### config.mk
export PLATFORM = sky130hd
export DESIGN_NAME = lpht_ctrl
export DESIGN_NICKNAME = d
export VERILOG_FILES = /design/src/hw/rtl/lpht_pkg.sv /design/src/hw/rtl/lpht_ctrl.sv
export SDC_FILE = /design/constraint.sdc
export NUM_CORES = 1
export LEC_CHECK = 0
export BUFFER_PORTS_ARGS = -buffer_cell sky130_fd_sc_hd__buf_2
export CAP_MARGIN = 10
export CORE_AREA = 2 2 39 41
export CTS_CLUSTER_SIZE = 40
export DETAILED_ROUTE_END_ITERATION = 7
export DIE_AREA = 0 0 41 43
export HOLD_SLACK_MARGIN = 0.12
export PLACE_DENSITY = 0.37
export SLEW_MARGIN = 15
export SYNTH_ARGS = -nofsm -noshare
export SYNTH_HDL_FRONTEND = slang
export SYNTH_SLANG_ARGS = --single-unit
### constraint.sdc
create_clock -name clk -period 1 [get_ports clk]
set_input_delay 0.1 -clock clk [delete_from_list [all_inputs] [get_ports clk]]
set_output_delay 0.1 -clock clk [all_outputs]
set_load 0.01 [all_outputs]
### src/hw/rtl/lpht_pkg.sv
`timescale 1ns / 1ps
`default_nettype none

package lpht_pkg;

  localparam int HASH_BITS_DEF = 8;

  localparam int KEY_W   = 64;
  localparam int SIZE_W  = 31;
  localparam int STAT_W  = 3;
  localparam int SLOT_W  = 8;
  localparam int COUNT_W = 9;

  typedef enum logic {
    OP_INSERT = 1'b0,
    OP_LOOKUP = 1'b1
  } opcode_t;

  typedef enum logic [STAT_W-1:0] {
    ST_INSERTED  = 3'd0,
    ST_FOUND     = 3'd1,
    ST_NOT_FOUND = 3'd2,
    ST_FULL      = 3'd3,
    ST_ZERO_KEY  = 3'd4
  } status_t;

  typedef enum logic [1:0] {
    S_CLEAR,
    S_IDLE,
    S_READ,
    S_CHECK
  } state_t;

  // controller to datapath
  typedef struct packed {
    logic clear_step;
    logic load;
    logic check;
  } lpht_cmd_t;

  // datapath to controller
  typedef struct packed {
    logic clear_last;
    logic early;
    logic done;
  } lpht_stat_t;

endpackage

`default_nettype wire

### src/hw/rtl/lpht_ctrl.sv
`timescale 1ns / 1ps
`default_nettype none

module lpht_ctrl
  import lpht_pkg::*;
(
  input  wire logic       clk,
  input  wire logic       rst_n,
  input  wire logic       start,
  output logic            busy,
  input  wire lpht_stat_t stat,
  output lpht_cmd_t       cmd
);

  state_t state_r;
  state_t state_nxt;

  always_ff @(posedge clk) begin
    if (!rst_n) begin
      state_r <= S_CLEAR;
    end else begin
      state_r <= state_nxt;
    end
  end

  always_comb begin
    state_nxt = state_r;
    unique case (state_r)
      S_CLEAR: begin
        if (stat.clear_last) state_nxt = S_IDLE;
      end
      S_IDLE: begin
        if (start && !stat.early) state_nxt = S_READ;
      end
      S_READ: begin
        state_nxt = S_CHECK;
      end
      S_CHECK: begin
        state_nxt = stat.done ? S_IDLE : S_READ;
      end
      default: begin
        state_nxt = S_CLEAR;
      end
    endcase
  end

  always_comb begin
    busy           = (state_r != S_IDLE);
    cmd.clear_step = (state_r == S_CLEAR);
    cmd.load       = (state_r == S_IDLE) && start;
    cmd.check      = (state_r == S_CHECK);
  end

endmodule

`default_nettype wire

==> Implementation_results.wiki, run 1 <==
{| class="wikitable"
! Metric !! Value
|-
| Cell variety after synth || 9
|-
| Period minus WS final || 1090 ps
|-
| Number of antenna repair diodes || 0
|-
| Routability Congestion || 0.585
|-
| Worst min-delay path startpoint || stat[0]
|-
| Total placed cells including tap cells || 39
|-
| Worst min-delay path class || input port to register
|-
| Skew-Pair Late Insertion Delay || ~230 ps
|-
| Fraction of registers with async set or reset after synthesis || 0%
|-
| Ports || 10
|-
| GR Layer Usage met1 || 7.96%
|-
| Core occupancy in the finished layout || 17.4%
|-
| Clock buffer depth || 2
|-
| Max-slew violation count || 0
|-
| Leftover overflow at the end of global routing || 0
|-
| Count of routing violations after the opening detailed-route iteration || 3
|-
| NumNets Final || 37
|-
| CP Data Required Time || 900 ps
|-
| DR WL/cell || 8.47 µm
|-
| Worst-case register-to-register setup slack || 30 ps
|-
| Maximum level of the CTS H-tree || 1
|-
| Router iterations before antenna repair || 4
|-
| Startpoint-to-endpoint class of the critical path || register to primary output
|-
| Largest register by flop count || state_r
|-
| Mapped Avg Cell Area || about 8.0 µm²
|-
| Via-to-Cell Ratio || about 3.3
|-
| Actual transition at the worst max-transition pin || 83.9 ps
|-
| Worst-case setup margin in the final layout || -93.3 ps
|-
| Count of port buffers added during placement || 9
|-
| Post-synth EDFFs || 0
|-
| Number of instances on the worst hold path || 3
|-
| Arrival time of the worst setup path || just under 1000 ps
|-
| Vias in the first global route || ~140
|-
| Clock root buffer || sky130_fd_sc_hd__clkbuf_4
|-
| Top post-synthesis cells by count || sky130_fd_sc_hd__nor2_1 (4), sky130_fd_sc_hd__dfxtp_1 (2), sky130_fd_sc_hd__o211a_1 (2)
|-
| Wire length of the first global-routing pass || between 500 and 600 µm
|-
| Total CTS buffers || 3
|-
| Unrepaired setup endpoints after global routing || yes
|-
| Busiest grt layer || met1
|-
| Hold Vio Cnt, Final || 0
|-
| Clock input transition at the sequential cells of the worst setup and hold paths || 30 ps
|-
| Achievable clock frequency || 915 MHz
|-
| Fraction of met3 tracks used by global routing || 6.28%
|-
| Top cell type's share of synthesized area || 35.6%
|-
| Worst clock skew || roughly 5.6 ps
|-
| Post-synthesis instance area || ~110 µm²
|-
| Most used flip-flop cell after synthesis || sky130_fd_sc_hd__dfxtp_1
|-
| Regs by FF count || state_r: 2 flops
|-
| Number of placement rows || 14
|-
| Power density over cell area || 1440 nW/µm²
|-
| Core Box Area || 1380 µm²
|-
| Ratio of cells with drive above 1 in the final layout || 58.6%
|-
| TritonCTS clock tree || done
|-
| CTS sink count || 2
|-
| Hold EP || state_r[1]$_SDFFE_PN0P_
|-
| Type of element capturing the critical path || primary output
|-
| Die height || 43 µm
|-
| Part of the Yosys area used for sequential elements || a little over a third
|-
| Largest net degree at the start of global routing || 6
|-
| CP startpoint kind || register
|-
| Cell area reported after detailed placement || roughly 180 µm²
|-
| Rel. slew slack || 94.4%
|-
| Violated checks || setup timing
|-
| Synth area leaders || sky130_fd_sc_hd__dfxtp_1 (36%), sky130_fd_sc_hd__o211a_1 (18%), sky130_fd_sc_hd__nor2_1 (13%), sky130_fd_sc_hd__and3b_1 (7.8%), sky130_fd_sc_hd__nand3b_1 (6.7%)
|-
| GRT Total Usage || about 5.8%
|-
| Synthesized netlist net count || 20
|-
| Area growth from synthesis to layout || 113%
|-
| Initial antenna violation count || 0
|-
| Max FFs per register || 2
|-
| Cell type with the largest total area after synthesis || sky130_fd_sc_hd__dfxtp_1
|-
| Worst ir drop on vdd || 0.473 mV
|-
| Final instance area || 240 µm²
|-
| Post-layout power || 347 µW
|-
| Met2 GRT Util || 3.75%
|-
| Number of warning messages in the yosys log || 0
|-
| Effective utilization at floorplan || around 8.1%
|-
| Die outline width || 41 µm
|-
| Worst reg2reg startpoint || state_r[0]$_SDFFE_PN0P_
|-
| Yosys reg bits || 2
|-
| DRC violations left || 0
|-
| Total detailed-routing wirelength || around 380 µm
|-
| Synthesized instance count || 14
|-
| Final instance count without filler cells || 45
|-
| Post-route ant nets || 0
|-
| Most frequent cell after synthesis || sky130_fd_sc_hd__nor2_1
|-
| Period Utilization, post-route || 109%
|-
| Result of the run || complete, but fails checks
|-
| Number of maximum-capacitance violations || 0
|-
| Final count of negative-setup-slack endpoints || 3
|-
| Worst reg-to-reg path cell count || 4
|-
| Die area || 1760 µm²
|-
| Worst R2R End || state_r[0]$_SDFFE_PN0P_
|-
| Critical-path maximum fanout || 2
|-
| Total via count in the routed design || around 150
|-
| Leakage power total || 0.000138 µW
|}
[what timing repair did]
item,CTS,global route
endpoints found under the hold margin,2,0
setup buffers,2,0
hold buffers,1,0
setup endpoints to repair,3,5
pin swaps,1,2
resized for setup,4,1
[power by group]
group	internal (µW)	switching [µW]	total, µW
logic	38.7	31.0	69.7
clock network	133	53.8	187
registers	87.3	2.81	90.1
total	259	87.6	347
[worst max-delay path, stage by stage (launching register included)]
cell and delay [ps]:
sky130_fd_sc_hd__dfxtp_2 310, sky130_fd_sc_hd__or2b_1 230, sky130_fd_sc_hd__nor2_1 90, sky130_fd_sc_hd__buf_2 130
[worst max path at each step]
stage,slack (ps),from,cells after the start,end
final,-90,state_r[0]$_SDFFE_PN0P_,3,cmd[1]
after floorplan,80,state_r[0]$_SDFFE_PN0P_,2,cmd[1]
after detailed placement,40,state_r[0]$_SDFFE_PN0P_,3,cmd[1]
after CTS,-120,state_r[0]$_SDFFE_PN0P_,3,cmd[1]
after global routing,-150,state_r[0]$_SDFFE_PN0P_,3,cmd[1]
after global placement,50,state_r[0]$_SDFFE_PN0P_,3,state_r[0]$_SDFFE_PN0P_
[cell usage in the layout (no fill, tap or decap)]
| cell | n |
|---|---|
| sky130_fd_sc_hd__buf_6 | 2 |
| sky130_fd_sc_hd__dlygate4sd3_1 | 1 |
| sky130_fd_sc_hd__inv_1 | 1 |
| sky130_fd_sc_hd__nor2_1 | 4 |
| sky130_fd_sc_hd__nand3b_1 | 1 |
| sky130_fd_sc_hd__nand2_1 | 1 |
| sky130_fd_sc_hd__and3b_1 | 1 |
| sky130_fd_sc_hd__and2_4 | 1 |
| sky130_fd_sc_hd__dfxtp_2 | 2 |
| sky130_fd_sc_hd__o211a_1 | 2 |
| sky130_fd_sc_hd__or2b_1 | 1 |
| sky130_fd_sc_hd__buf_2 | 8 |
| sky130_fd_sc_hd__clkbuf_4 | 3 |
| sky130_fd_sc_hd__buf_4 | 1 |
[stage by stage]
stage,setup slack [ps],hold WS (ps),setup TNS (ps)
6_report,-93.3,157,-146
5_1_grt,-149,165,-334
4_1_cts,-118,153,-190
3_5_place_dp,39.4,360,0
3_3_place_gp,45.8,361,0
2_1_floorplan,81.5,233,0
[cell type report]
| type | instances | area (µm²) |
|---|---|---|
| Timing Repair Buffer | 12 | 80.1 |
| Tap cell | 16 | 20.0 |
| Multi-Input combinational cell | 11 | 71.3 |
| Fill cell | 161 | 1140 |
| Clock buffer | 3 | 22.5 |
| Sequential cell | 2 | 42.5 |
| Inverter | 1 | 3.75 |
[metal layers]
layer / wire length [µm] / part of all wire (%) / up-vias
met5: 0 / 0 / -
met2: 91 / 24 / 12
met3: 49 / 13 / 2
met4: 10 / 2.6 / 0
met1: 229 / 60 / 57
li1: - / - / 78
[logic make-up (layout without fill, tap and decap cells)]
group | Yosys count | count (layout) | share of synthesized area, %
AND/OR/NAND/NOR | 9 | 9 | 43.3
flip-flops | 2 | 2 | 35.6
AO/OA/AOI/OAI | 2 | 2 | 17.8
buffers and inverters | 1 | 16 | 3.33
Power figures use the tool's default switching activity.
==> inputs of run 2 (changes only) <==
- SKIP_CTS_REPAIR_TIMING: unset -> 1
==> Implementation_results.wiki, run 2 (same netlist as run 1, synthesis figures left out) <==
{| class="wikitable"
! Metric !! Value
|-
| Effective utilization at floorplan || 8.14% (unchanged)
|-
| DRC violations left || 0 (unchanged)
|-
| Startpoint-to-endpoint class of the critical path || register to primary output (unchanged)
|-
| Clock root buffer || sky130_fd_sc_hd__clkbuf_4 (unchanged)
|-
| Result of the run || complete, but fails checks (unchanged)
|-
| Total detailed-routing wirelength || 376 µm (was 381 µm)
|-
| Worst min-delay path class || input port to register (unchanged)
|-
| Final count of negative-setup-slack endpoints || 4 (was 3)
|-
| Total CTS buffers || 3 (unchanged)
|-
| Total via count in the routed design || 147 (was 149)
|-
| Area growth from synthesis to layout || 114% (was 113%)
|-
| Achievable clock frequency || 887 MHz (was 915 MHz)
|-
| NumNets Final || 37 (unchanged)
|-
| Max-slew violation count || 0 (unchanged)
|-
| Area taken by multi-input logic gates || 71.3 µm² (unchanged)
|-
| Wire length of the first global-routing pass || 545 µm (was 572 µm)
|-
| DR WL/cell || 8.36 µm (was 8.47 µm)
|-
| Leftover overflow at the end of global routing || 0 (unchanged)
|-
| CP Data Required Time || 900 ps (about the same)
|-
| Worst clock skew || 2.44 ps (was 5.63 ps)
|-
| Leakage power total || 0.000138 µW (about the same)
|-
| Period Utilization, post-route || 113% (was 109%)
|-
| Most frequent cells in the layout || sky130_fd_sc_hd__buf_2 (8), sky130_fd_sc_hd__nor2_1 (4), sky130_fd_sc_hd__clkbuf_4 (3) (unchanged)
|-
| Die outline width || 41 µm (unchanged)
|-
| Initial antenna violation count || 0 (unchanged)
|-
| Total negative slack || -232 ps (was -146 ps)
|-
| Actual transition at the worst max-transition pin || 80.7 ps (was 83.9 ps)
|-
| Die area || 1760 µm² (unchanged)
|-
| Clock buffer depth || 2 (unchanged)
|-
| Number of antenna repair diodes || 0 (unchanged)
|-
| Final instance area || 241 µm² (was 240 µm²)
|-
| Worst ir drop on vdd || 0.419 mV (was 0.473 mV)
|-
| Rel. slew slack || 94.6% (was 94.4%)
|-
| Max FFs per register || 2 (unchanged)
|-
| Via-to-Cell Ratio || 3.27 (was 3.31)
|-
| Routability Congestion || 0.585 (unchanged)
|-
| Router iterations before antenna repair || 4 (unchanged)
|-
| Number of maximum-capacitance violations || 0 (unchanged)
|-
| Critical-path maximum fanout || 3 (was 2)
|-
| Maximum level of the CTS H-tree || 1 (unchanged)
|-
| TritonCTS clock tree || done (unchanged)
|-
| Hold Vio Cnt, Final || 0 (unchanged)
|-
| Count of port buffers added during placement || 9 (unchanged)
|-
| Ratio of cells with drive above 1 in the final layout || 58.6% (unchanged)
|-
| Core Box Area || 1380 µm² (unchanged)
|-
| Worst reg-to-reg path cell count || 4 (unchanged)
|-
| Number of instances on the worst hold path || 3 (unchanged)
|-
| CP startpoint kind || register (unchanged)
|-
| Vias in the first global route || 129 (was 136)
|-
| Fillers || 160 (was 161)
|-
| Largest net degree at the start of global routing || 7 (was 6)
|-
| Reg area || 47.5 µm² (was 42.5 µm²)
|-
| Power density over cell area || 1390 nW/µm² (was 1440 nW/µm²)
|-
| Period minus WS final || 1130 ps (was 1090 ps)
|-
| Ports || 10 (unchanged)
|-
| GRT Total Usage || 5.61% (was 5.81%)
|-
| Type of element capturing the critical path || primary output (unchanged)
|-
| Unrepaired setup endpoints after global routing || yes (unchanged)
|-
| Cell area reported after detailed placement || 178 µm² (unchanged)
|-
| Most common cell after layout, fill and taps aside || sky130_fd_sc_hd__buf_2 (unchanged)
|-
| Number of placement rows || 14 (unchanged)
|-
| Largest register by flop count || state_r (unchanged)
|-
| Die height || 43 µm (unchanged)
|-
| Count of routing violations after the opening detailed-route iteration || 3 (unchanged)
|-
| Worst-case setup margin in the final layout || -127 ps (was -93.3 ps)
|-
| Regs by FF count || state_r: 2 flops (unchanged)
|-
| Clock input transition at the sequential cells of the worst setup and hold paths || 30 ps (about the same)
|-
| CTS sink count || 2 (unchanged)
|-
| Post-route ant nets || 0 (unchanged)
|-
| Skew-Pair Late Insertion Delay || 230 ps (about the same)
|-
| Arrival time of the worst setup path || 1030 ps (was 990 ps)
|-
| Violated checks || setup timing (unchanged)
|}
run 2: cell count changes in the layout (fill, tap and decap cells not counted):
cell | previous run | this run
sky130_fd_sc_hd__buf_6 | 2 | 1
sky130_fd_sc_hd__dfxtp_4 | 0 | 2
sky130_fd_sc_hd__buf_4 | 1 | 2
sky130_fd_sc_hd__dfxtp_2 | 2 | 0
run 2: area by class of cell:
class                           count  area share (%)
Timing Repair Buffer               12            31.6
Sequential cell                     2            19.7
Inverter                            1            1.55
Clock buffer                        3            9.33
Tap cell                           16            8.29
Multi-Input combinational cell     11            29.5
run 2: worst paths after layout:
| kind | startpoint | to | slack [ps] |
|---|---|---|---|
| setup / recovery | state_r[0]$_SDFFE_PN0P_ | cmd[1] | -130 |
| hold reg to reg | state_r[1]$_SDFFE_PN0P_ | state_r[1]$_SDFFE_PN0P_ | 620 |
| setup reg to reg | state_r[0]$_SDFFE_PN0P_ | state_r[0]$_SDFFE_PN0P_ | 20 |
| hold / removal | stat[0] | state_r[1]$_SDFFE_PN0P_ | 160 |
run 2: critical path, cell delays in order (launching register included):
cell and delay, ps:
sky130_fd_sc_hd__dfxtp_4 330, sky130_fd_sc_hd__or2b_1 230, sky130_fd_sc_hd__nor2_1 100, sky130_fd_sc_hd__buf_2 130
run 2: routing by layer:
layer,track usage (%),share of wire [%]
met5,0,0
met4,6.00,0
met3,6.28,13
met2,3.13,27
met1,7.96,60
run 2: metrics by stage:
stage	total power (µW)	worst slack (ps)	utilization (%)	hold slack (ps)	instances
floorplan	118	81.5	-	233	14
finish	335	-127	17.5	163	45
CTS	339	-208	14.5	119	42
global route	373	-187	17.5	163	45
global placement	145	45.8	12.8	361	39
detailed placement	145	39.4	12.8	360	39
run 2: where the power goes:
| group | switching (µW) | internal (µW) | leakage (µW) | total, µW |
|---|---|---|---|---|
| Sequential | 3.30 | 84.9 | 0.0000178 | 88.2 |
| Clock | 46.9 | 132 | 0.0000138 | 179 |
| Combinational | 30.0 | 37.6 | 0.000106 | 67.6 |
